===== config.mk =====
export PLATFORM = sky130hd
export DESIGN_NAME = stbl_queue
export DESIGN_NICKNAME = d
export VERILOG_FILES = /design/src/hdl/sharded_token_bucket_limiter_assert.svh /design/src/hdl/stbl_pkg.sv /design/src/hdl/stbl_queue.sv
export SDC_FILE = /design/constraint.sdc
export NUM_CORES = 1
export LEC_CHECK = 0
export BUFFER_PORTS_ARGS = -buffer_cell sky130_fd_sc_hd__clkbuf_2
export CORE_MARGIN = 2
export CORE_UTILIZATION = 60
export CTS_CLUSTER_DIAMETER = 80
export DETAILED_ROUTE_END_ITERATION = 12
export PLACE_DENSITY = 0.88
export SYNTH_ARGS = -nofsm -noshare
export SYNTH_HDL_FRONTEND = slang
export SYNTH_SLANG_ARGS = --single-unit
export TNS_END_PERCENT = 5

===== constraint.sdc =====
create_clock -name clock -period 9.45 [get_ports clock]
set_clock_uncertainty 0.05 [all_clocks]
set_input_delay 0.4725 -clock clock [delete_from_list [all_inputs] [get_ports clock]]
set_output_delay 0.4725 -clock clock [all_outputs]
set_load 0.03 [all_outputs]

===== src/hdl/sharded_token_bucket_limiter_assert.svh =====
// ----------------------------------------------------------------------------
// Assertion macros for the sharded token bucket limiter
// Concurrent checks on internal control of the limiter, one use to a line.
// ----------------------------------------------------------------------------
`ifndef SHARDED_TOKEN_BUCKET_LIMITER_ASSERT_SVH
`define SHARDED_TOKEN_BUCKET_LIMITER_ASSERT_SVH

// The consequent must hold in the same cycle as the antecedent.
`define STBL_ASSERT_SAME(label, clk, rst, ante, cons, msg) \
   label: assert property (@(posedge clk) disable iff (rst) (ante) |-> (cons)) \
      else $error(msg);

// The consequent must hold in the cycle after the antecedent.
`define STBL_ASSERT_NEXT(label, clk, rst, ante, cons, msg) \
   label: assert property (@(posedge clk) disable iff (rst) (ante) |=> (cons)) \
      else $error(msg);

`endif


===== src/hdl/stbl_pkg.sv =====
// ----------------------------------------------------------------------------
// stbl_pkg
// Shared types and constants of the sharded token bucket limiter.
// ----------------------------------------------------------------------------
`timescale 1ns / 1ps
`default_nettype none

package stbl_pkg;

   localparam int HASH_W  = 64;
   localparam int TIME_W  = 48;
   localparam int TOKEN_W = 32;

   localparam logic [HASH_W-1:0]  HASH_BASIS   = 64'hCBF2_9CE4_8422_2325;
   localparam logic [TOKEN_W-1:0] ONE_TOKEN    = 32'h0001_0000;
   localparam logic [TOKEN_W-1:0] REFILL_RESET = 32'd655;
   localparam logic [TOKEN_W-1:0] CAP_RESET    = 32'd655360;

   // Decision queue between the hash front and the bucket back end.
   localparam int QDEPTH = 32;
   localparam int QCNT_W = $clog2(QDEPTH + 1);

   localparam int CSR_IDX_W = 1;

   typedef enum logic [CSR_IDX_W-1:0] {
      CSR_REFILL_PER_MS = 1'b0,
      CSR_BURST_CAP     = 1'b1
   } csr_index_type;

   typedef enum logic [1:0] {
      BK_CLEAR,
      BK_IDLE,
      BK_CALC,
      BK_APPLY
   } back_state_type;

   typedef struct packed {
      logic [HASH_W-1:0] hash;
      logic [TIME_W-1:0] now;
   } hash_req_type;

   typedef struct packed {
      logic               used;
      logic [TOKEN_W-1:0] level;
      logic [TIME_W-1:0]  last;
   } bucket_type;

   typedef struct packed {
      logic clear_done;
      logic pop;
   } bk_status_type;

endpackage

`default_nettype wire


===== src/hdl/stbl_queue.sv =====
// ----------------------------------------------------------------------------
// stbl_queue
// Small FIFO of decided requests between the hash pipeline and the back end.
// ----------------------------------------------------------------------------
`timescale 1ns / 1ps
`default_nettype none

module stbl_queue import stbl_pkg::*; #(
   parameter int W = 52
) (
   input  logic         clock,
   input  logic         reset,
   input  logic         push,
   input  logic [W-1:0] push_data,
   input  logic         pop,
   output logic         head_valid,
   output logic [W-1:0] head_data,
   output logic         full
);

   localparam int AW = $clog2(QDEPTH);

   logic [W-1:0]      slot_ff [QDEPTH];
   logic [W-1:0]      slot_in;
   logic [AW-1:0]     wr_ptr_ff, wr_ptr_in;
   logic [AW-1:0]     rd_ptr_ff, rd_ptr_in;
   logic [QCNT_W-1:0] count_ff, count_in;

   always_comb begin
      slot_in   = push_data;
      wr_ptr_in = push ? wr_ptr_ff + AW'(1) : wr_ptr_ff;
      rd_ptr_in = pop ? rd_ptr_ff + AW'(1) : rd_ptr_ff;
      count_in  = count_ff + QCNT_W'(push) - QCNT_W'(pop);
   end

   always_ff @(posedge clock) begin
      if (reset) begin
         wr_ptr_ff <= '0;
         rd_ptr_ff <= '0;
         count_ff  <= '0;
      end else begin
         wr_ptr_ff <= wr_ptr_in;
         rd_ptr_ff <= rd_ptr_in;
         count_ff  <= count_in;
      end
   end

   always_ff @(posedge clock) begin
      if (push) begin
         slot_ff[wr_ptr_ff] <= slot_in;
      end
   end

   assign head_valid = (count_ff != '0);
   assign head_data  = slot_ff[rd_ptr_ff];
   assign full       = (count_ff == QCNT_W'(QDEPTH));

endmodule

`default_nettype wire


==> flow_metrics.py <==
metrics = {
    "timing": {
        "setup_viol": 0,
        "drv_slew": 0,
        "hold_violations": 0,
        "finalCriticalPeriod_ps": 6024,
        "worst_pin_slew_ps": 1378,
        "fin_tns_setup_ps": 0,
        "slew_headroom": 0.07915,
        "fin_crit_sh": 0.6375,
        "max_freq_ghz": 0.1660,
        "rsz0062_at_grt": "false",
    },
    "critical_path": {
        "path_max_fanout": 65,
        "critPathKind": "reg -> out",
        "crit_arrival_ps": 5500,
        "crit_path_end_kind": "primary output",
        "required_ps": 8930,
        "critPathLaunchType": "flip-flop",
    },
    "yosys": {
        "yosys-top-cells-area": "edfxtp_1 77%, mux4_2 7.2%, mux2_2 5.4%",
        "yosysWarnings": 0,
        "synth_cells": 3206,
        "synth-seq-cells": 1685,
        "synthFlopType": "edfxtp_1",
        "synth.distinct_cells": 40,
        "synth_edf_count": 1664,
        "synth.yosys.seq_area_share": 0.7796,
        "yosysMostFrequentCell": "edfxtp_1",
        "synth-async-reset-ratio": 0,
        "synth_top_cell_by_area": "edfxtp_1",
        "netlist_top_cells_count": "1664 x edfxtp_1, 312 x mux2_2, 208 x mux4_2",
        "syn_area_sq_um": 64630,
        "avgSynthCellArea_sq_um": 20.16,
        "netlist.area_leader.share": 0.7731,
        "synth_fp_nets": 3277,
    },
    "placed_design": {
        "gp_congestion": 0.7741,
        "dp.cells": 4583,
        "placed_area_sq_um": 66850,
        "dp_hpwl_mm": 76.33,
        "port_buffers": 109,
    },
    "power_and_ir_drop": {
        "vdd_ir_drop_max_v": 0.0001884,
        "p_leak_nw": 22.26,
        "p_int_mw": 12.12,
        "p_sw_frac": 0.2211,
        "p_clk_frac": 0.410,
        "power.density_nw_per_um2": 215.9,
        "combinationalPowerShare": 0.057,
        "power.switching_mw": 3.441,
        "seqPwrFrac": 0.533,
    },
    "detailed_routing": {
        "drcViolationCount": 0,
        "wl_met2_mm": 82.70,
        "vias": 35250,
        "avgRoutedWirePerCell_um": 34.68,
        "drt-total-wl_mm": 169.4,
        "first_iter_violations": 6282,
        "ant_nets": 0,
        "via_per_inst": 7.217,
        "wl_met1_mm": 56.57,
        "top_layer_used": "met5",
        "wl_met3_mm": 21.53,
        "drtPass1Iterations": 5,
    },
    "layout": {
        "fin_nets": 3413,
        "layout-drive-gt1-share": 0.2755,
        "nFillCells": 5989,
        "syn_to_final_growth_pct": 11.54,
        "design_area_sq_um": 72090,
        "multi_input_area_sq_um": 13680,
        "seqCellArea_sq_um": 50400,
        "layout.cells.non_filler": 4885,
    },
    "outcome": {
        "status": "complete, no violations",
    },
    "grt": {
        "grt_max_degree": 137,
        "grt_pass1_vias": 35930,
        "grt_remaining_overflow": 0,
        "grt_usage": 0.3050,
        "grt_pass1_wl_mm": 242.2,
        "antenna_found_initial": 8,
    },
    "worst_hold_path": {
        "min_path_type": "in -> reg",
    },
    "die": {
        "std_cell_rows": 120,
        "die_y_um": 332.2,
        "boundaryPins": 110,
        "dieWidth_um": 332.2,
        "dieArea_sq_um": 110400,
        "start_util": 0.6046,
        "coreArea_sq_um": 106900,
    },
    "clocking": {
        "clock-sinks": 1685,
        "clkLatencyLatePin_ps": 790,
        "cts_inserted_buffers": 159,
        "cts_resized": 0,
        "root_buffer": "clkbuf_16",
        "cts_max_path_buffers": 3,
        "cts_tree": "yes",
        "cts_setup_buffers": 0,
        "h-tree-depth": 4,
        "cts_hold_buf": 0,
        "path_clk_slew_ps": 60,
    },
    "run": {
        "cap_violations": 0,
    },
}
[layout make-up]
class,instances,area share
inverter,13,0.0006769
antenna,5,0.0001736
timing repair buffer,164,0.01392
clock inverter,95,0.01368
multi-input combinational,1319,0.1897
sequential,1685,0.6991
tap,1403,0.02435
clock buffer,201,0.05837
[logic make-up (layout without fill, tap and decap cells)]
group                    count (synthesis)  in the layout  share of synthesized area
flip-flops                            1685           1685                     0.7796
multiplexers                           522            522                     0.1272
AO/OA/AOI/OAI                          424            424                    0.04513
AND/OR/NAND/NOR                        349            349                    0.03039
buffers and inverters                  202            473                    0.01344
adder cells (fa/ha/maj)                 15             15                   0.003020
XOR/XNOR                                 9              9                   0.001220
other                                    0              5                          0
[flip-flops by register name (all words and copies together) (netlist names), named ones only]
signal,cells
slot_ff,1664
count_ff,6
rd_ptr_ff,5
wr_ptr_ff,5
[final timing paths]
| kind | startpoint | end | slack [ps] | depth (start not counted) |
|---|---|---|---|---|
| min reg2reg | rd_ptr_ff[1] | flip-flop | 500 | 2 |
| max reg2reg | wr_ptr_ff[1] | slot_ff[21][51] | 5840 | 5 |
| max | flip-flop | head_data[40] | 3430 | 7 |
| min | push | wr_ptr_ff[0] | 40 | 3 |
[layer usage]
layer  GRT usage  vias to the layer above
met3     0.07158                      633
met2      0.4896                     3320
met4      0.1623                        8
met1      0.3915                    17770
li1            -                    13530
met5           0                        -
[power groups by stage]
stage | Clock, mW | Sequential [mW] | Combinational (mW)
floorplan | 0 | 8.44 | 0.548
global placement | 0 | 8.45 | 0.826
detailed placement | 0 | 8.46 | 0.854
CTS | 6.39 | 8.30 | 0.871
global route | 6.65 | 8.30 | 0.929
finish | 6.38 | 8.30 | 0.881
[worst max-delay path, stage by stage, from the launching register on]
cell      delay, ps
dfxtp_4         910
buf_4           850
nand2b_4        810
buf_4           620
a211oi_1        390
nor3_1          100
or4_1           680
clkbuf_2        260
[stage by stage]
step | worst slack, ps | total power, mW | util | hold WS, ps
floorplan | 5723 | 8.992 | - | 434.7
global placement | 4390 | 9.278 | 0.6254 | 458.2
detailed placement | 4321 | 9.311 | 0.6254 | 482.5
CTS | 3388 | 15.56 | 0.6740 | 11.71
global route | 3177 | 15.88 | 0.6743 | 37.58
finish | 3426 | 15.57 | 0.6743 | 35.48
[layout by cell type (no fill, tap or decap), types with 6 or more instances in the layout]
master	synthesis	routed
o22ai_1	104	104
nand2_1	12	11
nor3_1	106	106
clkinv_1	0	31
clkbuf_2	0	109
mux2_2	312	312
clkinv_2	0	29
nor2_4	0	35
nor2_1	52	17
dfxtp_1	21	19
a211oi_1	104	104
a22o_1	104	104
xor2_1	6	6
clkbuf_16	0	160
or4_1	53	53
edfxtp_1	1664	1664
clkbuf_1	133	36
inv_1	13	13
ha_1	14	14
bufinv_16	0	13
clkinv_8	0	9
buf_4	6	52
nor2b_1	106	105
o21ai_0	105	105
mux4_2	208	208
Note: power is estimated with default switching activity, not from simulation.
