### config.mk
export PLATFORM = sky130hd
export DESIGN_NAME = stbl_back
export DESIGN_NICKNAME = d
export VERILOG_FILES = /design/src/hdl/sharded_token_bucket_limiter_assert.svh /design/src/hdl/stbl_pkg.sv /design/src/hdl/stbl_back.sv
export SDC_FILE = /design/constraint.sdc
export NUM_CORES = 2
export LEC_CHECK = 0
export BUFFER_PORTS_ARGS = -buffer_cell sky130_fd_sc_hd__buf_2
export CORE_MARGIN = 2
export CORE_UTILIZATION = 45
export DETAILED_ROUTE_END_ITERATION = 10
export GPL_ROUTABILITY_DRIVEN = 0
export HOLD_SLACK_MARGIN = 0.15
export PLACE_DENSITY_LB_ADDON = 0.05
export SKIP_LAST_GASP = 1
export SLEW_MARGIN = 0
export SYNTH_ARGS = -nofsm -noshare
export SYNTH_HDL_FRONTEND = slang
export SYNTH_SLANG_ARGS = --single-unit
### constraint.sdc
create_clock -name clock -period 15.2 [get_ports clock]
set_clock_uncertainty 0.15 [all_clocks]
set_input_delay 3.04 -clock clock [delete_from_list [all_inputs] [get_ports clock]]
set_output_delay 3.04 -clock clock [all_outputs]
set_load 0.005 [all_outputs]
### src/hdl/sharded_token_bucket_limiter_assert.svh
// ----------------------------------------------------------------------------
// Assertion macros for the sharded token bucket limiter
// Concurrent checks on internal control of the limiter, one use to a line.
// ----------------------------------------------------------------------------
`ifndef SHARDED_TOKEN_BUCKET_LIMITER_ASSERT_SVH
`define SHARDED_TOKEN_BUCKET_LIMITER_ASSERT_SVH

// The consequent must hold in the same cycle as the antecedent.
`define STBL_ASSERT_SAME(label, clk, rst, ante, cons, msg) \
   label: assert property (@(posedge clk) disable iff (rst) (ante) |-> (cons)) \
      else $error(msg);

// The consequent must hold in the cycle after the antecedent.
`define STBL_ASSERT_NEXT(label, clk, rst, ante, cons, msg) \
   label: assert property (@(posedge clk) disable iff (rst) (ante) |=> (cons)) \
      else $error(msg);

`endif

### src/hdl/stbl_pkg.sv
// ----------------------------------------------------------------------------
// stbl_pkg
// Shared types and constants of the sharded token bucket limiter.
// ----------------------------------------------------------------------------
`timescale 1ns / 1ps
`default_nettype none

package stbl_pkg;

   localparam int HASH_W  = 64;
   localparam int TIME_W  = 48;
   localparam int TOKEN_W = 32;

   localparam logic [HASH_W-1:0]  HASH_BASIS   = 64'hCBF2_9CE4_8422_2325;
   localparam logic [TOKEN_W-1:0] ONE_TOKEN    = 32'h0001_0000;
   localparam logic [TOKEN_W-1:0] REFILL_RESET = 32'd655;
   localparam logic [TOKEN_W-1:0] CAP_RESET    = 32'd655360;

   // Decision queue between the hash front and the bucket back end.
   localparam int QDEPTH = 32;
   localparam int QCNT_W = $clog2(QDEPTH + 1);

   localparam int CSR_IDX_W = 1;

   typedef enum logic [CSR_IDX_W-1:0] {
      CSR_REFILL_PER_MS = 1'b0,
      CSR_BURST_CAP     = 1'b1
   } csr_index_type;

   typedef enum logic [1:0] {
      BK_CLEAR,
      BK_IDLE,
      BK_CALC,
      BK_APPLY
   } back_state_type;

   typedef struct packed {
      logic [HASH_W-1:0] hash;
      logic [TIME_W-1:0] now;
   } hash_req_type;

   typedef struct packed {
      logic               used;
      logic [TOKEN_W-1:0] level;
      logic [TIME_W-1:0]  last;
   } bucket_type;

   typedef struct packed {
      logic clear_done;
      logic pop;
   } bk_status_type;

endpackage

`default_nettype wire

### src/hdl/stbl_back.sv
// ----------------------------------------------------------------------------
// stbl_back
// Bucket table and refill / spend datapath: calc, then apply, which pops the next request when output is free.
// ----------------------------------------------------------------------------
`timescale 1ns / 1ps
`default_nettype none

module stbl_back import stbl_pkg::*; #(
   parameter int SHARDS = 16,
   parameter int RW     = 4
) (
   input  logic               clock,
   input  logic               reset,
   input  logic [TOKEN_W-1:0] refill_per_ms,
   input  logic [TOKEN_W-1:0] burst_cap,
   input  logic               q_valid,
   input  logic [RW-1:0]      q_shard,
   input  logic [TIME_W-1:0]  q_now,
   output bk_status_type      bk_status,
   input  logic               rsp_ready,
   output logic               rsp_valid,
   output logic               rsp_allowed,
   output logic [3:0]         rsp_shard_index,
   output logic [TOKEN_W-1:0] rsp_tokens_left
);

   bucket_type bank_mem [SHARDS];
   bucket_type rd_data_ff;

   back_state_type     state_ff, state_in;
   logic [RW-1:0]      clr_ff, clr_in;
   logic [RW-1:0]      cur_shard_ff, cur_shard_in;
   logic [TIME_W-1:0]  cur_now_ff, cur_now_in;
   bucket_type         ent_ff, ent_in;
   logic [63:0]        prod_ff, prod_in;
   logic               big_ff, big_in;
   logic               later_ff, later_in;
   logic               fwd_ff, fwd_in;
   bucket_type         fwd_ent_ff, fwd_ent_in;
   logic               rsp_valid_ff, rsp_valid_in;
   logic               rsp_allowed_ff, rsp_allowed_in;
   logic [3:0]         rsp_shard_ff, rsp_shard_in;
   logic [TOKEN_W-1:0] rsp_tokens_ff, rsp_tokens_in;

   logic               mem_we;
   logic [RW-1:0]      mem_waddr;
   bucket_type         mem_wdata;
   bucket_type         cur_ent;
   logic [TIME_W-1:0]  elapsed;
   logic [TOKEN_W:0]   sum33;
   logic [TOKEN_W-1:0] refilled;
   logic [TIME_W-1:0]  new_last;
   logic               granted;
   bucket_type         new_ent;
   logic               out_free;
   logic               pop;

   always_comb begin
      // A request that follows one to the same shard takes the entry just written.
      cur_ent  = fwd_ff ? fwd_ent_ff : rd_data_ff;
      elapsed  = cur_now_ff - cur_ent.last;
      out_free = !rsp_valid_ff || rsp_ready;

      sum33 = {1'b0, ent_ff.level} + {1'b0, prod_ff[TOKEN_W-1:0]};
      if (!ent_ff.used) begin
         refilled = burst_cap;
         new_last = cur_now_ff;
      end else if (later_ff) begin
         if (big_ff || (prod_ff >= {32'b0, burst_cap}) || (sum33 >= {1'b0, burst_cap})) begin
            refilled = burst_cap;
         end else begin
            refilled = sum33[TOKEN_W-1:0];
         end
         new_last = cur_now_ff;
      end else begin
         refilled = ent_ff.level;
         new_last = ent_ff.last;
      end
      granted       = (refilled >= ONE_TOKEN);
      new_ent.used  = 1'b1;
      new_ent.level = granted ? refilled - ONE_TOKEN : refilled;
      new_ent.last  = new_last;

      state_in       = state_ff;
      clr_in         = clr_ff;
      cur_shard_in   = cur_shard_ff;
      cur_now_in     = cur_now_ff;
      ent_in         = ent_ff;
      prod_in        = prod_ff;
      big_in         = big_ff;
      later_in       = later_ff;
      fwd_in         = fwd_ff;
      fwd_ent_in     = fwd_ent_ff;
      rsp_valid_in   = rsp_valid_ff && !rsp_ready;
      rsp_allowed_in = rsp_allowed_ff;
      rsp_shard_in   = rsp_shard_ff;
      rsp_tokens_in  = rsp_tokens_ff;
      mem_we         = 1'b0;
      mem_waddr      = cur_shard_ff;
      mem_wdata      = new_ent;
      pop            = 1'b0;

      unique case (state_ff)
         BK_CLEAR: begin
            mem_we    = 1'b1;
            mem_waddr = clr_ff;
            mem_wdata = '0;
            if (clr_ff == RW'(SHARDS - 1)) begin
               state_in = BK_IDLE;
            end else begin
               clr_in = clr_ff + RW'(1);
            end
         end
         BK_IDLE: begin
            if (q_valid) begin
               pop          = 1'b1;
               cur_shard_in = q_shard;
               cur_now_in   = q_now;
               fwd_in       = 1'b0;
               state_in     = BK_CALC;
            end
         end
         BK_CALC: begin
            ent_in   = cur_ent;
            later_in = (cur_now_ff > cur_ent.last);
            big_in   = (refill_per_ms != '0) && (elapsed[TIME_W-1:32] != '0);
            prod_in  = 64'(elapsed[31:0]) * 64'(refill_per_ms);
            state_in = BK_APPLY;
         end
         BK_APPLY: begin
            if (out_free) begin
               mem_we         = 1'b1;
               rsp_valid_in   = 1'b1;
               rsp_allowed_in = granted;
               rsp_shard_in   = 4'(cur_shard_ff);
               rsp_tokens_in  = new_ent.level;
               if (q_valid) begin
                  pop          = 1'b1;
                  cur_shard_in = q_shard;
                  cur_now_in   = q_now;
                  fwd_in       = (q_shard == cur_shard_ff);
                  fwd_ent_in   = new_ent;
                  state_in     = BK_CALC;
               end else begin
                  state_in = BK_IDLE;
               end
            end
         end
         default: begin
            state_in = BK_CLEAR;
         end
      endcase
   end

   always_ff @(posedge clock) begin
      if (reset) begin
         state_ff     <= BK_CLEAR;
         clr_ff       <= '0;
         fwd_ff       <= 1'b0;
         rsp_valid_ff <= 1'b0;
      end else begin
         state_ff     <= state_in;
         clr_ff       <= clr_in;
         fwd_ff       <= fwd_in;
         rsp_valid_ff <= rsp_valid_in;
      end
   end

   always_ff @(posedge clock) begin
      cur_shard_ff   <= cur_shard_in;
      cur_now_ff     <= cur_now_in;
      ent_ff         <= ent_in;
      prod_ff        <= prod_in;
      big_ff         <= big_in;
      later_ff       <= later_in;
      fwd_ent_ff     <= fwd_ent_in;
      rsp_allowed_ff <= rsp_allowed_in;
      rsp_shard_ff   <= rsp_shard_in;
      rsp_tokens_ff  <= rsp_tokens_in;
   end

   always_ff @(posedge clock) begin
      if (mem_we) begin
         bank_mem[mem_waddr] <= mem_wdata;
      end
      rd_data_ff <= bank_mem[q_shard];
   end

   assign bk_status = '{clear_done: (state_ff != BK_CLEAR), pop: pop};

   assign rsp_valid       = rsp_valid_ff;
   assign rsp_allowed     = rsp_allowed_ff;
   assign rsp_shard_index = rsp_shard_ff;
   assign rsp_tokens_left = rsp_tokens_ff;

endmodule

`default_nettype wire

==> results.py <==
metrics = {
    "synth": {
        "synth_enable_flop_cells": 1612,
        "ys_seq_area_share_pct": 49.05,
        "synth_area_per_cell_sq_um": 13.93,
        "post_synth_design_cell_area_sq_um": 102300,
        "synth.yosys.warnings": 0,
        "postSynthCellCount": 7347,
        "async_reset_ff_share_pct": 0,
        "synth_top_area_share_pct": 47.31,
        "synth_top_flop_cell": "sky130_fd_sc_hd__edfxtp_1",
        "yosys_register_bits": 1701,
        "synth_top_cells_by_area": "sky130_fd_sc_hd__edfxtp_1 47%, sky130_fd_sc_hd__fa_1 18%, sky130_fd_sc_hd__mux4_2 8.9%, sky130_fd_sc_hd__ha_1 5.1%, sky130_fd_sc_hd__inv_1 3.8%",
        "yosysTopAreaCell": "sky130_fd_sc_hd__edfxtp_1",
        "syn_nets": 8779,
        "yosys.cell_types.count": 82,
    },
    "clocking": {
        "cts-root-buf": "sky130_fd_sc_hd__clkbuf_16",
        "cts-hold-fix-buffers": 0,
        "post_cts.repair.setup_buffers": 0,
        "htreeDepth": 4,
        "cts_num_sinks": 1701,
        "post_cts.resized_instances": 0,
        "worstSkewPairLatency_ns": 0.82,
        "cts_made_buffers": 170,
        "clkSlewWorstSetupHoldPaths_ns": 0.06,
        "tritoncts": "done",
        "ctsLongestPathBuffers": 3,
    },
    "setup_path": {
        "worstSetupPathType": "reg -> reg",
        "worstPathArrival_ns": 13.90,
        "worstPathRequired_ns": 15.60,
        "critPathMaxStageDelay_ns": 0.92,
        "r2r.worst_path.cells": 37,
        "timing.critical_path.from_type": "flip-flop",
        "critical_path.most_common_cell": "sky130_fd_sc_hd__fa_1",
        "cp-end-kind": "flip-flop",
        "critical_path.max_fanout": 28,
        "worst_path_max_delay_cell": "sky130_fd_sc_hd__a31oi_1",
    },
    "routing": {
        "routed_wire_length_mm": 278.6,
        "drt-pass1-iter-count": 5,
        "viasPerCell": 5.549,
        "dr_wl_met3_mm": 16.28,
        "final_antenna_net_count": 0,
        "detailedRoute.firstIterationViolations": 4460,
        "total_number_of_vias": 58850,
        "routed-wl-met2_mm": 131.3,
        "drc": 0,
        "highest_metal_used": "met5",
        "wl_per_cell_microns": 26.27,
        "wirelength_met1_mm": 123.1,
    },
    "flow_run": {
        "max_cap_violations": 0,
    },
    "die": {
        "placeableCoreArea_sq_um": 226600,
        "io-pin-count": 160,
        "die_w_microns": 480.8,
        "initial_core_util_pct": 45.15,
        "floorplan.die.height_microns": 480.8,
        "placementRows": 175,
        "die_area_sq_um": 231200,
    },
    "timing": {
        "period_needed_ns": 13.49,
        "worst_pin_slew_ns": 1.371,
        "grt_setup_unrepaired": "false",
        "report.final.slew_viol_count": 0,
        "post-route-period-util_pct": 88.77,
        "timing.max_slew.rel_slack_pct": 8.592,
        "fmax_mhz": 74.11,
        "final-setup-viol-count": 0,
        "timing_hold_violations_final": 0,
        "fin_tns_setup_ns": 0,
    },
    "grt": {
        "first_global_vias": 62080,
        "grt_pass1_wl_mm": 416.5,
        "grt_max_degree": 111,
        "grt-ovfl-total": 0,
        "grt_usage_pct": 24.58,
        "number_of_antenna_violations_at_the_first_check_in_global_routing": 20,
    },
    "layout": {
        "layout-drive-gt1-share_pct": 13.59,
        "syn2layout_area_growth_pct": 9.969,
        "layout_common_cells": "1,612 x sky130_fd_sc_hd__edfxtp_1, 1,041 x sky130_fd_sc_hd__inv_1, 898 x sky130_fd_sc_hd__fa_1, 718 x sky130_fd_sc_hd__nand2_1, 524 x sky130_fd_sc_hd__and2_1",
        "layout.cells.most_common": "sky130_fd_sc_hd__edfxtp_1",
        "final_nets": 8872,
    },
    "worst_hold_path": {
        "hold_crit_path_type": "reg -> reg",
        "timing.hold.worst_path_depth": 2,
    },
    "place": {
        "place.detailed.hpwl_mm": 183.9,
        "numPortBuffers": 159,
    },
    "status": {
        "outcome": "complete, no violations",
    },
}
==> final timing paths <==
| kind | start | end | slack [ns] |
|---|---|---|---|
| worst min-delay path | ent_ff[27] | fwd_ent_ff[27] | 0.35 |
| worst max register to register | fwd_ff | prod_ff[63] | 1.71 |
| worst max-delay path | fwd_ff | prod_ff[63] | 1.71 |
| worst min register to register | ent_ff[27] | fwd_ent_ff[27] | 0.35 |
==> synth_stat cells (5+ instances only) <==
master and instances:
sky130_fd_sc_hd__and3_1 20, sky130_fd_sc_hd__o211ai_1 10, sky130_fd_sc_hd__a22oi_1 9, sky130_fd_sc_hd__o21bai_1 28, sky130_fd_sc_hd__o21a_1 29, sky130_fd_sc_hd__nand3b_1 5
sky130_fd_sc_hd__a221oi_1 9, sky130_fd_sc_hd__nand2_1 719, sky130_fd_sc_hd__nor2_1 121, sky130_fd_sc_hd__o31a_1 6, sky130_fd_sc_hd__nand3_1 40, sky130_fd_sc_hd__a21oi_1 224
sky130_fd_sc_hd__and4_1 8, sky130_fd_sc_hd__a21boi_0 5, sky130_fd_sc_hd__ha_1 414, sky130_fd_sc_hd__a221o_1 5, sky130_fd_sc_hd__clkbuf_1 307, sky130_fd_sc_hd__a41oi_1 10
sky130_fd_sc_hd__fa_1 898, sky130_fd_sc_hd__o22ai_1 10, sky130_fd_sc_hd__xor2_1 44, sky130_fd_sc_hd__nand2b_1 37, sky130_fd_sc_hd__a2111oi_0 9, sky130_fd_sc_hd__o31ai_1 7
sky130_fd_sc_hd__xnor2_1 90, sky130_fd_sc_hd__nand4_1 39, sky130_fd_sc_hd__mux2i_1 55, sky130_fd_sc_hd__or3_1 12, sky130_fd_sc_hd__a211o_1 7, sky130_fd_sc_hd__and2_1 525
sky130_fd_sc_hd__a31oi_1 21, sky130_fd_sc_hd__mux2_2 33, sky130_fd_sc_hd__mux4_2 405, sky130_fd_sc_hd__edfxtp_1 1612, sky130_fd_sc_hd__nor2b_1 64, sky130_fd_sc_hd__inv_1 1041
sky130_fd_sc_hd__a211oi_1 15, sky130_fd_sc_hd__a21o_1 81, sky130_fd_sc_hd__buf_1 34, sky130_fd_sc_hd__or2_2 9, sky130_fd_sc_hd__nor3_1 38, sky130_fd_sc_hd__o21ai_0 94
sky130_fd_sc_hd__nor4_1 32, sky130_fd_sc_hd__dfxtp_1 89, sky130_fd_sc_hd__nor3b_1 6
==> registers in the layout (all words and copies together) (netlist names) <==
register,cells
cur_now_ff,48
rsp_allowed,1
fwd_ent_ff,80
bank_mem,1296
clr_ff,4
rsp_shard_index,4
rd_data_ff,81
rsp_tokens_left,32
rsp_valid,1
cur_shard_ff,4
prod_ff,64
ent_ff,81
fwd_ff,1
later_ff,1
state_ff,2
big_ff,1
==> layout make-up <==
cell class | instances | area [sq um]
Antenna cell | 9 | 22.52
Clock buffer | 233 | 4652
Clock inverter | 86 | 899.6
Fill cell | 19500 | 114100
Inverter | 1041 | 3908
Multi-Input combinational cell | 4260 | 47360
Sequential cell | 1701 | 50190
Tap cell | 3009 | 3765
Timing Repair Buffer | 266 | 1722
==> stage by stage <==
step | hold WS, ns | std cells | util (%) | setup WS, ns | area (sq um)
5_1_grt | 0.3940 | 10600 | 49.65 | 1.045 | 112500
4_1_cts | 0.3558 | 10600 | 49.64 | 1.778 | 112500
3_5_place_dp | 0.3663 | 10280 | 47.19 | 1.821 | 106900
3_3_place_gp | 0.3581 | 10280 | 47.19 | 1.904 | 106900
2_1_floorplan | 0.3139 | 7347 | - | 3.533 | 102300
6_report | 0.3492 | 10610 | 49.65 | 1.707 | 112500
==> critical path: cells and delay by family, from the launching register on <==
kind,cells,cell delay (ns)
compound gates,17,5.53
xor+xnor,2,0.74
fa+ha+maj,10,4.45
buf+inv,3,0.52
flops,1,0.75
mux,1,0.32
simple gates,4,0.71
==> layer usage <==
metal / GRT usage [%] / up-vias
met1: 35.00 / 31260
met4: 7.205 / 2
met2: 38.95 / 1605
li1: - / 25620
met5: 0.2900 / -
met3: 4.076 / 365
==> cells by family after synthesis <==
logic type,Yosys count,share of synthesized area (%)
muxes,493,9.815
buffers and inverters,1386,5.097
DFF,1701,49.05
AOI/OAI and AO/OA,628,3.952
and+or+nand+nor,1693,8.308
adders and majority gates,1312,22.63
xor gates and xnor gates,134,1.147
Power is left out: the tool's default activity adds up to more than one toggle a clock period on the data nets, which glitch-free logic cannot reach.
