File: src/hdl/sharded_token_bucket_limiter_assert.svh
// ----------------------------------------------------------------------------
// Assertion macros for the sharded token bucket limiter
// Concurrent checks on internal control of the limiter, one use to a line.
// ----------------------------------------------------------------------------
`ifndef SHARDED_TOKEN_BUCKET_LIMITER_ASSERT_SVH
`define SHARDED_TOKEN_BUCKET_LIMITER_ASSERT_SVH

// The consequent must hold in the same cycle as the antecedent.
`define STBL_ASSERT_SAME(label, clk, rst, ante, cons, msg) \
   label: assert property (@(posedge clk) disable iff (rst) (ante) |-> (cons)) \
      else $error(msg);

// The consequent must hold in the cycle after the antecedent.
`define STBL_ASSERT_NEXT(label, clk, rst, ante, cons, msg) \
   label: assert property (@(posedge clk) disable iff (rst) (ante) |=> (cons)) \
      else $error(msg);

`endif

File: src/hdl/stbl_pkg.sv
// ----------------------------------------------------------------------------
// stbl_pkg
// Shared types and constants of the sharded token bucket limiter.
// ----------------------------------------------------------------------------
`timescale 1ns / 1ps
`default_nettype none

package stbl_pkg;

   localparam int HASH_W  = 64;
   localparam int TIME_W  = 48;
   localparam int TOKEN_W = 32;

   localparam logic [HASH_W-1:0]  HASH_BASIS   = 64'hCBF2_9CE4_8422_2325;
   localparam logic [TOKEN_W-1:0] ONE_TOKEN    = 32'h0001_0000;
   localparam logic [TOKEN_W-1:0] REFILL_RESET = 32'd655;
   localparam logic [TOKEN_W-1:0] CAP_RESET    = 32'd655360;

   // Decision queue between the hash front and the bucket back end.
   localparam int QDEPTH = 32;
   localparam int QCNT_W = $clog2(QDEPTH + 1);

   localparam int CSR_IDX_W = 1;

   typedef enum logic [CSR_IDX_W-1:0] {
      CSR_REFILL_PER_MS = 1'b0,
      CSR_BURST_CAP     = 1'b1
   } csr_index_type;

   typedef enum logic [1:0] {
      BK_CLEAR,
      BK_IDLE,
      BK_CALC,
      BK_APPLY
   } back_state_type;

   typedef struct packed {
      logic [HASH_W-1:0] hash;
      logic [TIME_W-1:0] now;
   } hash_req_type;

   typedef struct packed {
      logic               used;
      logic [TOKEN_W-1:0] level;
      logic [TIME_W-1:0]  last;
   } bucket_type;

   typedef struct packed {
      logic clear_done;
      logic pop;
   } bk_status_type;

endpackage

`default_nettype wire

File: src/hdl/stbl_front.sv
// ----------------------------------------------------------------------------
// stbl_front
// Accepts identifier bytes, runs FNV-1a on sign-extended bytes and hands finished hashes on.
// ----------------------------------------------------------------------------
`timescale 1ns / 1ps
`default_nettype none

module stbl_front import stbl_pkg::*; (
   input  logic              clock,
   input  logic              reset,
   input  logic              req_valid,
   output logic              req_ready,
   input  logic [7:0]        id_byte,
   input  logic              no_byte,
   input  logic              last_byte,
   input  logic [TIME_W-1:0] now_ms,
   input  bk_status_type     bk_status,
   output logic              dec_valid,
   output hash_req_type      dec_req
);

   logic [HASH_W-1:0] hash_ff, hash_in;
   logic              dec_valid_ff, dec_valid_in;
   hash_req_type      dec_req_ff, dec_req_in;
   logic [QCNT_W-1:0] credit_ff, credit_in;
   logic              accept;
   logic              deciding;
   logic [HASH_W-1:0] hash_upd;

   // The FNV prime is 2^40 + 0x1B3, so the product is a handful of shifted adds.
   function automatic logic [HASH_W-1:0] fnv_step(input logic [HASH_W-1:0] h,
                                                  input logic [7:0] b);
      logic [HASH_W-1:0] x;
      x = h ^ {{(HASH_W-8){b[7]}}, b};
      return (x << 40) + (x << 8) + (x << 7) + (x << 5) + (x << 4) + (x << 1) + x;
   endfunction

   always_comb begin
      req_ready = bk_status.clear_done && (credit_ff < QCNT_W'(QDEPTH));
      accept    = req_valid && req_ready;
      deciding  = no_byte || last_byte;
      hash_upd  = no_byte ? hash_ff : fnv_step(hash_ff, id_byte);

      hash_in      = hash_ff;
      dec_valid_in = 1'b0;
      dec_req_in   = dec_req_ff;
      if (accept) begin
         if (deciding) begin
            hash_in        = HASH_BASIS;
            dec_valid_in   = 1'b1;
            dec_req_in.hash = hash_upd;
            dec_req_in.now  = now_ms;
         end else begin
            hash_in = hash_upd;
         end
      end

      // Each credit covers one decision anywhere between here and the back end.
      credit_in = credit_ff + QCNT_W'(accept && deciding) - QCNT_W'(bk_status.pop);
   end

   always_ff @(posedge clock) begin
      if (reset) begin
         hash_ff      <= HASH_BASIS;
         dec_valid_ff <= 1'b0;
         credit_ff    <= '0;
      end else begin
         hash_ff      <= hash_in;
         dec_valid_ff <= dec_valid_in;
         credit_ff    <= credit_in;
      end
   end

   always_ff @(posedge clock) begin
      dec_req_ff <= dec_req_in;
   end

   assign dec_valid = dec_valid_ff;
   assign dec_req   = dec_req_ff;

endmodule

`default_nettype wire

File: config.mk
export PLATFORM = sky130hd
export DESIGN_NAME = stbl_front
export DESIGN_NICKNAME = d
export VERILOG_FILES = /design/src/hdl/sharded_token_bucket_limiter_assert.svh /design/src/hdl/stbl_pkg.sv /design/src/hdl/stbl_front.sv
export SDC_FILE = /design/constraint.sdc
export NUM_CORES = 1
export LEC_CHECK = 0
export BUFFER_PORTS_ARGS = -buffer_cell sky130_fd_sc_hd__buf_2
export CELL_PAD_IN_SITES_DETAIL_PLACEMENT = 1
export CELL_PAD_IN_SITES_GLOBAL_PLACEMENT = 1
export CORE_ASPECT_RATIO = 1.1
export CORE_MARGIN = 2
export CORE_UTILIZATION = 30
export CTS_CLUSTER_DIAMETER = 50
export DETAILED_ROUTE_END_ITERATION = 12
export MAX_ROUTING_LAYER = met4
export PLACE_DENSITY = 0.56
export SYNTH_ARGS = -nofsm -noshare
export SYNTH_HDL_FRONTEND = slang
export SYNTH_SLANG_ARGS = --single-unit
File: constraint.sdc
create_clock -name clock -period 21.1 [get_ports clock]
set_clock_uncertainty 0.2 [all_clocks]
set_input_delay 2.11 -clock clock [delete_from_list [all_inputs] [get_ports clock]]
set_output_delay 2.11 -clock clock [all_outputs]
set_load 0.005 [all_outputs]
==> impl_results.md, run 1 <==
* Status: complete, no violations
* Commonest non-fill, non-tap cells in the layout: 261 x inv_1, 204 x ha_1, 192 x xor2_1
* Port-buffer cells at 176
* Syn Inst Count at 1900
* Cts bufs inserted at 17
* Worst EP required at 21.11 ns
* Post-CTS sizing at 0
* Met3 routed WL at 1338 um
* Largest net degree at the start of global routing at 84
* Post-synth ARST share at 0
* Total clock sinks at 183
* Fmax at 112.5 MHz
* Yosys reg bits at 183
* First-pass GRT wire length at 88980 um
* Startpoint Class: input pin
* Distinct cell type count after synthesis at 72
* WL met1 at 26630 um
* Sequential cell area fraction in the yosys report at 0.2643
* Initial antenna violation count at 0
* Number of global-route vias before repair at 14980
* Crit share post-route at 0.4214
* Crit Path Category: in -> reg
* Core area at 59750 sq um
* Max_cap viols at 0
* DRT iter0 DRCs at 659
* DR WL/cell at 20.51 um
* GR Overflow Total at 0
* Final Critical Period at 8.892 ns
* Post-synth top area cell: edfxtp_1
* CTS root buffer: clkbuf_16
* Wire length on met2 at 27670 um
* Die width at 238.2 um
* Initial Utilization at 0.3030
* Commonest non-fill, non-tap cell in the layout: inv_1
* Total setup buffers inserted after CTS at 0
* Row count at 94
* All-Layer GR Usage at 0.1936
* Ant diodes at 0
* Gpl congestion at 0.9095
* Pins over their slew limit at 0
* Ranking of synthesized cells by area: edfxtp_1 19%, fa_1 16%, ha_1 14%, xor2_1 9.3%, dfxtp_1 7.9%
* Post-DRT Antenna Nets at 0
* Post-synth EDFFs at 112
* Fraction of layout cells with a size suffix above 1 at 0.1366
* Cell Area, Synth at 18100 sq um
* Clock buffer depth at 2
* Worst-Margin Slew at 1.079 ns
* Post-Syn Nets at 2308
* Hold buffers post-CTS at 0
* Final Hold Violating Endpoints at 0
* Clock slew at reported path FFs at 0.08 ns
* Routed vias/inst at 4.929
* Syn Area/Cell at 9.527 sq um
* Crit end category: register
* Worst hold path type: reg -> reg
* Routed WL at 57210 um
* Highest metal used: met4
* Clk_lat worst skew at 0.50 ns
* Setup TNS at 0 ns
* Post-DP HPWL at 45870 um
* Max Fanout on Critical Path at 39
* RSZ-0062 raised after global routing: false
* DR vias at 13750
* Area delta synth->final at 11.97%
* Nets at 2416
* Worst Path Arrival at 8.90 ns
* CTS H-tree depth at 4
* Final setup violation count at 0
* Most used DFF post-synth: edfxtp_1
* CTS tree: done
* Die Span Y at 261.6 um
* Initial DRT Pass Iterations at 5
* Fillers at 6850
* I/O pin total at 177
* DRC violations left at 0
* Synth top area share at 0.1858
* Synth Warn # at 0
* Max-Slew Margin vs Limit at 0.2782
* Die ar. at 62320 sq um
registers in the layout (all words and copies together) (netlist names):
name and cells:
credit_ff 6, hash_ff 64, dec_valid 1, dec_req 112
metrics by stage:
stage	util	cell area (sq um)	hold slack, ns	cells	setup WS (ns)
after floorplan	-	18100	0.2546	1900	12.84
after global placement	0.3298	19710	0.2846	2757	11.78
after detailed placement	0.3298	19710	0.3110	2757	11.63
after CTS	0.3392	20270	0.3191	2789	12.18
after global routing	0.3392	20270	0.3855	2789	11.84
final	0.3392	20270	0.3142	2789	12.21
routing by layer:
layer  vias to the layer above  track usage
met5                         -            -
met4                         0      0.06406
met3                        62      0.02206
met2                       194       0.3220
met1                      6962       0.2458
li1                       6528            -
worst paths after layout:
check / start / to / slack (ns) / depth (start not counted)
worst max register to register: hash_ff[5] / dec_req[109] / 13.74 / 22
worst min register to register: hash_ff[61] / hash_ff[61] / 0.31 / 2
worst min-delay path: hash_ff[61] / hash_ff[61] / 0.31 / 2
worst max-delay path: id_byte[7] / dec_req[109] / 12.21 / 23
critical path, stage by stage:
cell	delay [ns]
buf_4	0.32
buf_4	0.62
xor2_1	0.78
inv_1	0.13
fa_1	0.51
inv_1	0.05
fa_1	0.53
inv_1	0.05
fa_1	0.47
inv_1	0.04
ha_1	0.29
ha_1	0.34
a21oi_1	0.16
o21ai_1	0.18
o2111ai_2	0.36
a21boi_2	0.17
o21ai_0	0.52
a21oi_1	0.25
a31oi_1	0.30
o21bai_1	0.09
a21oi_1	0.20
xor2_1	0.22
o21ai_0	0.11
logic make-up (layout without fill, tap and decap cells):
logic type,Yosys count,in the layout,share of synthesized area
simple gates,296,296,0.07299
buf+inv,374,495,0.07859
compound gates,419,419,0.1485
xor+xnor,266,266,0.1287
flops,183,183,0.2643
fa+ha+maj,354,354,0.3019
mux,8,8,0.004977
cells in the mapped netlist (6+ instances only):
library cell / instances
nand3_1: 12
a21o_1: 47
a21oi_1: 132
xnor2_1: 74
ha_1: 204
inv_1: 262
nor2_1: 72
and3_1: 8
o21ai_1: 17
nor2b_1: 17
a22oi_1: 14
a31oi_1: 10
clkbuf_1: 89
o21ai_0: 101
edfxtp_1: 112
nand2b_1: 8
nor3_1: 6
xor2_1: 192
a211oi_1: 7
and2_1: 8
buf_2: 14
maj3_1: 9
o21bai_1: 13
nand4_1: 15
mux2_2: 8
o211ai_1: 23
fa_1: 141
dfxtp_1: 71
nand2_1: 140
final cells by class:
type,count,area (sq um),area share
Multi-Input combinational cell,1343,11910,0.5878
Sequential cell,183,4785,0.2361
Timing Repair Buffer,198,1051,0.05186
Inverter,265,997.2,0.04920
Tap cell,768,960.9,0.04741
Clock buffer,17,425.4,0.02099
Clock inverter,15,136.4,0.006729
Power of run 1 is left out: the tool's default activity adds up to more than one toggle a clock period on the data nets, which glitch-free logic cannot reach.
==> inputs of run 2 (changes only) <==
- clock period: 21.1 -> 8.48 ns (I/O delays scaled with it)
==> impl_results.md, run 2 (synthesis gave the netlist of run 1 again) <==
* Max_cap viols at 0
* CP max-delay cell: xor2_1
* DRT iter0 DRCs at 531
* Total setup buffers inserted after CTS at 0
* GR Overflow Total at 0
* Core area at 59750 sq um
* DR WL/cell at 20.54 um
* I/O pin total at 177
* Commonest non-fill, non-tap cells in the layout: 261 x inv_1, 204 x ha_1, 192 x xor2_1
* Final Critical Period at 7.157 ns
* DRC violations left at 0
* Post-DRT Antenna Nets at 0
* Post-DP HPWL at 46180 um
* CTS root buffer: clkbuf_16
* Die width at 238.2 um
* Ant diodes at 0
* RSZ-0062 raised after global routing: false
* CTS tree: done
* Die ar. at 62320 sq um
* Final setup violation count at 0
* Setup TNS at 0 ns
* Crit share post-route at 0.8440
* Area delta synth->final at 12.93%
* Port-buffer cells at 176
* Worst EP required at 8.52 ns
* Place WS at 0.8322 ns
* All-Layer GR Usage at 0.1956
* Max Fanout on Critical Path at 32
* Clk_lat worst skew at 0.50 ns
* Initial antenna violation count at 1
* Commonest non-fill, non-tap cell in the layout: inv_1
* DR vias at 13750
* Die Span Y at 261.6 um
* Fraction of layout cells with a size suffix above 1 at 0.1445
* Nets at 2436
* Number of global-route vias before repair at 14750
* Startpoint Class: input pin
* Worst hold path type: reg -> reg
* Worst path most repeated cell: ha_1
* Max-Slew Margin vs Limit at 0.2862
* CP max stage delay at 0.67 ns
* CTS H-tree depth at 4
* Routed vias/inst at 4.894
* Clock buffer depth at 2
* Post-CTS sizing at 0
* Crit Path Category: in -> reg
* Worst-Margin Slew at 1.067 ns
* Crit end category: register
* Final worst slack at 1.323 ns
* Status: complete, no violations
* Final Hold Violating Endpoints at 0
* Hold buffers post-CTS at 0
* Routed WL at 57700 um
* Cts bufs inserted at 17
* Largest register FFs at 112
* Initial Utilization at 0.3030
* Clock slew at reported path FFs at 0.08 ns
* Top Family by Delay on Critical Path: adder cells
* Fmax at 139.7 MHz
* Row count at 94
* Largest net degree at the start of global routing at 75
* Gpl congestion at 0.8764
* Crit-path cells: buf_4 > buf_4 > xor2_1 > ha_1 > fa_1 > inv_1 > fa_1 > inv_1 > ha_1 > ha_1 > and3_1 > nand4_1 > nor4b_1 > a21boi_2 > o21ai_0 > a21oi_1 > a21oi_1 > o2111ai_1 > xnor2_1 > mux2_2
* First-pass GRT wire length at 89650 um
* Worst Path Arrival at 7.20 ns
* Worst hold margin at 0.3101 ns
* Initial DRT Pass Iterations at 5
* WP buf/inv at 4
* Pins over their slew limit at 0
* Total clock sinks at 183
[run 2: changes by cell type in the layout (fill, tap and decap cells not counted), sizes merged]
cell,before,now
inv,268,270
clkinvlp,4,1
buf,198,218
bufinv,0,1
[run 2: layout make-up]
cell class | instances | area [sq um]
Fill cell | 6907 | 39310
Clock buffer | 17 | 425.4
Multi-Input combinational cell | 1343 | 11910
Timing Repair Buffer | 218 | 1201
Clock inverter | 15 | 161.4
Tap cell | 768 | 960.9
Sequential cell | 183 | 4785
Inverter | 265 | 997.2
[run 2: metal layers]
| metal | track usage | vias to the layer above | wire length, um |
|---|---|---|---|
| met3 | 0.01996 | 39 | 1539 |
| li1 | - | 6577 | - |
| met1 | 0.2496 | 6932 | 26660 |
| met4 | 0.05434 | 0 | 1039 |
| met5 | - | - | 0 |
| met2 | 0.3303 | 200 | 28460 |
[run 2: path summary, 6_finish.rpt]
path | slack, ns | depth (start not counted) | endpoint | from
hold reg to reg | 0.31 | 2 | hash_ff[61] | hash_ff[61]
setup reg to reg | 1.69 | 18 | dec_req[111] | hash_ff[21]
setup / recovery | 1.32 | 20 | dec_req[111] | id_byte[7]
hold / removal | 0.31 | 2 | hash_ff[61] | hash_ff[61]
[run 2: through the flow]
stage / std cells / instance area, sq um / util
finish: 2809 / 20440 / 0.3421
global route: 2809 / 20440 / 0.3421
CTS: 2809 / 20440 / 0.3421
detailed placement: 2777 / 19850 / 0.3323
global placement: 2777 / 19850 / 0.3323
floorplan: 1900 / 18100 / -
[run 2: worst min-delay path: cells and delay by family (launching register included)]
family / cells / cell delay, ns
flip-flops: 1 / 0.34
AO/OA/AOI/OAI: 1 / 0.06
AND/OR/NAND/NOR: 1 / 0.06
Power of run 2 is left out for the same reason.
==> inputs of run 3 (changes only) <==
- clock period: 8.48 -> 7.15 ns (I/O delays scaled with it)
==> impl_results.md, run 3 (synthesis gave the netlist of run 1 again) <==
* DR vias at 13860
* Startpoint Class: register
* Initial Utilization at 0.3030
* Fillers at 6838
* Cts bufs inserted at 17
* First-pass GRT wire length at 90560 um
* Worst-Margin Slew at 0.9706 ns
* Die ar. at 62320 sq um
* Port-buffer cells at 176
* CTS root buffer: clkbuf_16
* Post-CTS sizing at 0
* Gpl congestion at 0.8897
* Total clock sinks at 183
* Commonest non-fill, non-tap cell in the layout: inv_1
* Fmax at 156.0 MHz
* Total setup buffers inserted after CTS at 0
* Row count at 94
* Largest register FFs at 112
* Critical R2R Capture: dec_req[111]
* Hold path endpoint: dec_req[44]
* CTS H-tree depth at 4
* Clock slew at reported path FFs at 0.08 ns
* Area delta synth->final at 15.11%
* Number of global-route vias before repair at 15030
* Initial DRT Pass Iterations at 4
* Hold_sp: now_ms[44]
* Worst Path Arrival at 6.45 ns
* CTS tree: done
* Worst hold path type: in -> reg
* Max Fanout on Critical Path at 7
* Commonest non-fill, non-tap cells in the layout: 261 x inv_1, 204 x ha_1, 192 x xor2_1
* Routed vias/inst at 4.841
* DRC violations left at 0
* RR Startpoint: hash_ff[6]
* Max_cap viols at 0
* Status: complete, no violations
* Crit end category: register
* Initial antenna violation count at 1
* All-Layer GR Usage at 0.1991
* Final Critical Period at 6.412 ns
* RSZ-0062 raised after global routing: false
* Worst reg-to-reg setup slack at 0.74 ns
* Hold buffers post-CTS at 0
* Final Hold Violating Endpoints at 0
* Die Span Y at 261.6 um
* Worst hold margin at 0.1845 ns
* Core area at 59750 sq um
* Max-Slew Margin vs Limit at 0.3514
* Routed WL at 58710 um
* Nets at 2488
* Hold Path Cell Cnt at 1
* GR Overflow Total at 0
* Final setup violation count at 0
* Worst EP required at 7.19 ns
* DRT iter0 DRCs at 542
* Crit Path Category: reg -> reg
* Die width at 238.2 um
* Largest net degree at the start of global routing at 74
* Crit share post-route at 0.8968
* Setup TNS at 0 ns
* I/O pin total at 177
* Post-DRT Antenna Nets at 0
* Post-DP HPWL at 47930 um
* Clk_lat worst skew at 0.51 ns
* DR WL/cell at 20.51 um
* Clock buffer depth at 2
* Fraction of layout cells with a size suffix above 1 at 0.1653
* Pins over their slew limit at 0
* FF-to-FF path depth at 21
==> run 3: changes by cell type in the layout (fill, tap and decap cells not counted), moves of 2 or more <==
cell / previous run / this run
buf_4: 44 / 94
clkinv_4: 1 / 5
inv_6: 5 / 2
buf_12: 0 / 2
inv_8: 2 / 4
==> run 3: final cells by class <==
class / instances / area (sq um) / share of cell area
Multi-Input combinational cell: 1343 / 11910 / 0.5716
Clock buffer: 17 / 425.4 / 0.02042
Inverter: 265 / 997.2 / 0.04786
Timing Repair Buffer: 270 / 1617 / 0.07758
Clock inverter: 15 / 138.9 / 0.006665
Antenna cell: 1 / 2.502 / 0.0001201
Tap cell: 768 / 960.9 / 0.04612
Sequential cell: 183 / 4785 / 0.2296
==> run 3: stage by stage <==
step	area (sq um)	util	instances	worst slack (ns)
after floorplan	18100	-	1900	0.2845
after global placement	20270	0.3393	2829	0.3057
after detailed placement	20270	0.3393	2829	0.2575
after CTS	20830	0.3487	2861	0.7015
after global routing	20840	0.3487	2862	0.3109
final	20840	0.3487	2862	0.7380
==> run 3: critical path, stage by stage, from the launching register on <==
cell	delay [ns]
dfxtp_1	0.37
xor2_1	0.28
clkinv_1	0.38
xnor2_1	0.27
ha_1	0.21
nand2b_1	0.20
fa_1	0.52
inv_1	0.05
fa_1	0.47
inv_1	0.04
ha_1	0.27
ha_1	0.36
o21ai_0	0.10
nand2b_1	0.13
nor4b_1	0.43
a21boi_2	0.41
o21ai_0	0.27
a21oi_1	0.40
a21oi_1	0.13
o2111ai_1	0.26
xnor2_1	0.12
mux2_2	0.26
==> run 3: metal layers <==
layer / share of wire / global-route usage / wire, um / vias up
li1: - / - / - / 6678
met1: 0.46 / 0.2495 / 27210 / 6941
met2: 0.49 / 0.3362 / 28720 / 179
met3: 0.021 / 0.02311 / 1251 / 57
met4: 0.026 / 0.06267 / 1529 / 0
met5: 0 / - / 0 / -
==> run 3: how the worst max path moves through the flow <==
stage                   end        from
3_3_place_gp   dec_req[111]  id_byte[7]
3_5_place_dp   dec_req[111]  id_byte[7]
5_1_grt        dec_req[111]  hash_ff[6]
4_1_cts        dec_req[111]  hash_ff[6]
6_report       dec_req[111]  hash_ff[6]
2_1_floorplan  dec_req[108]  id_byte[7]
Power of run 3 is left out for the same reason.
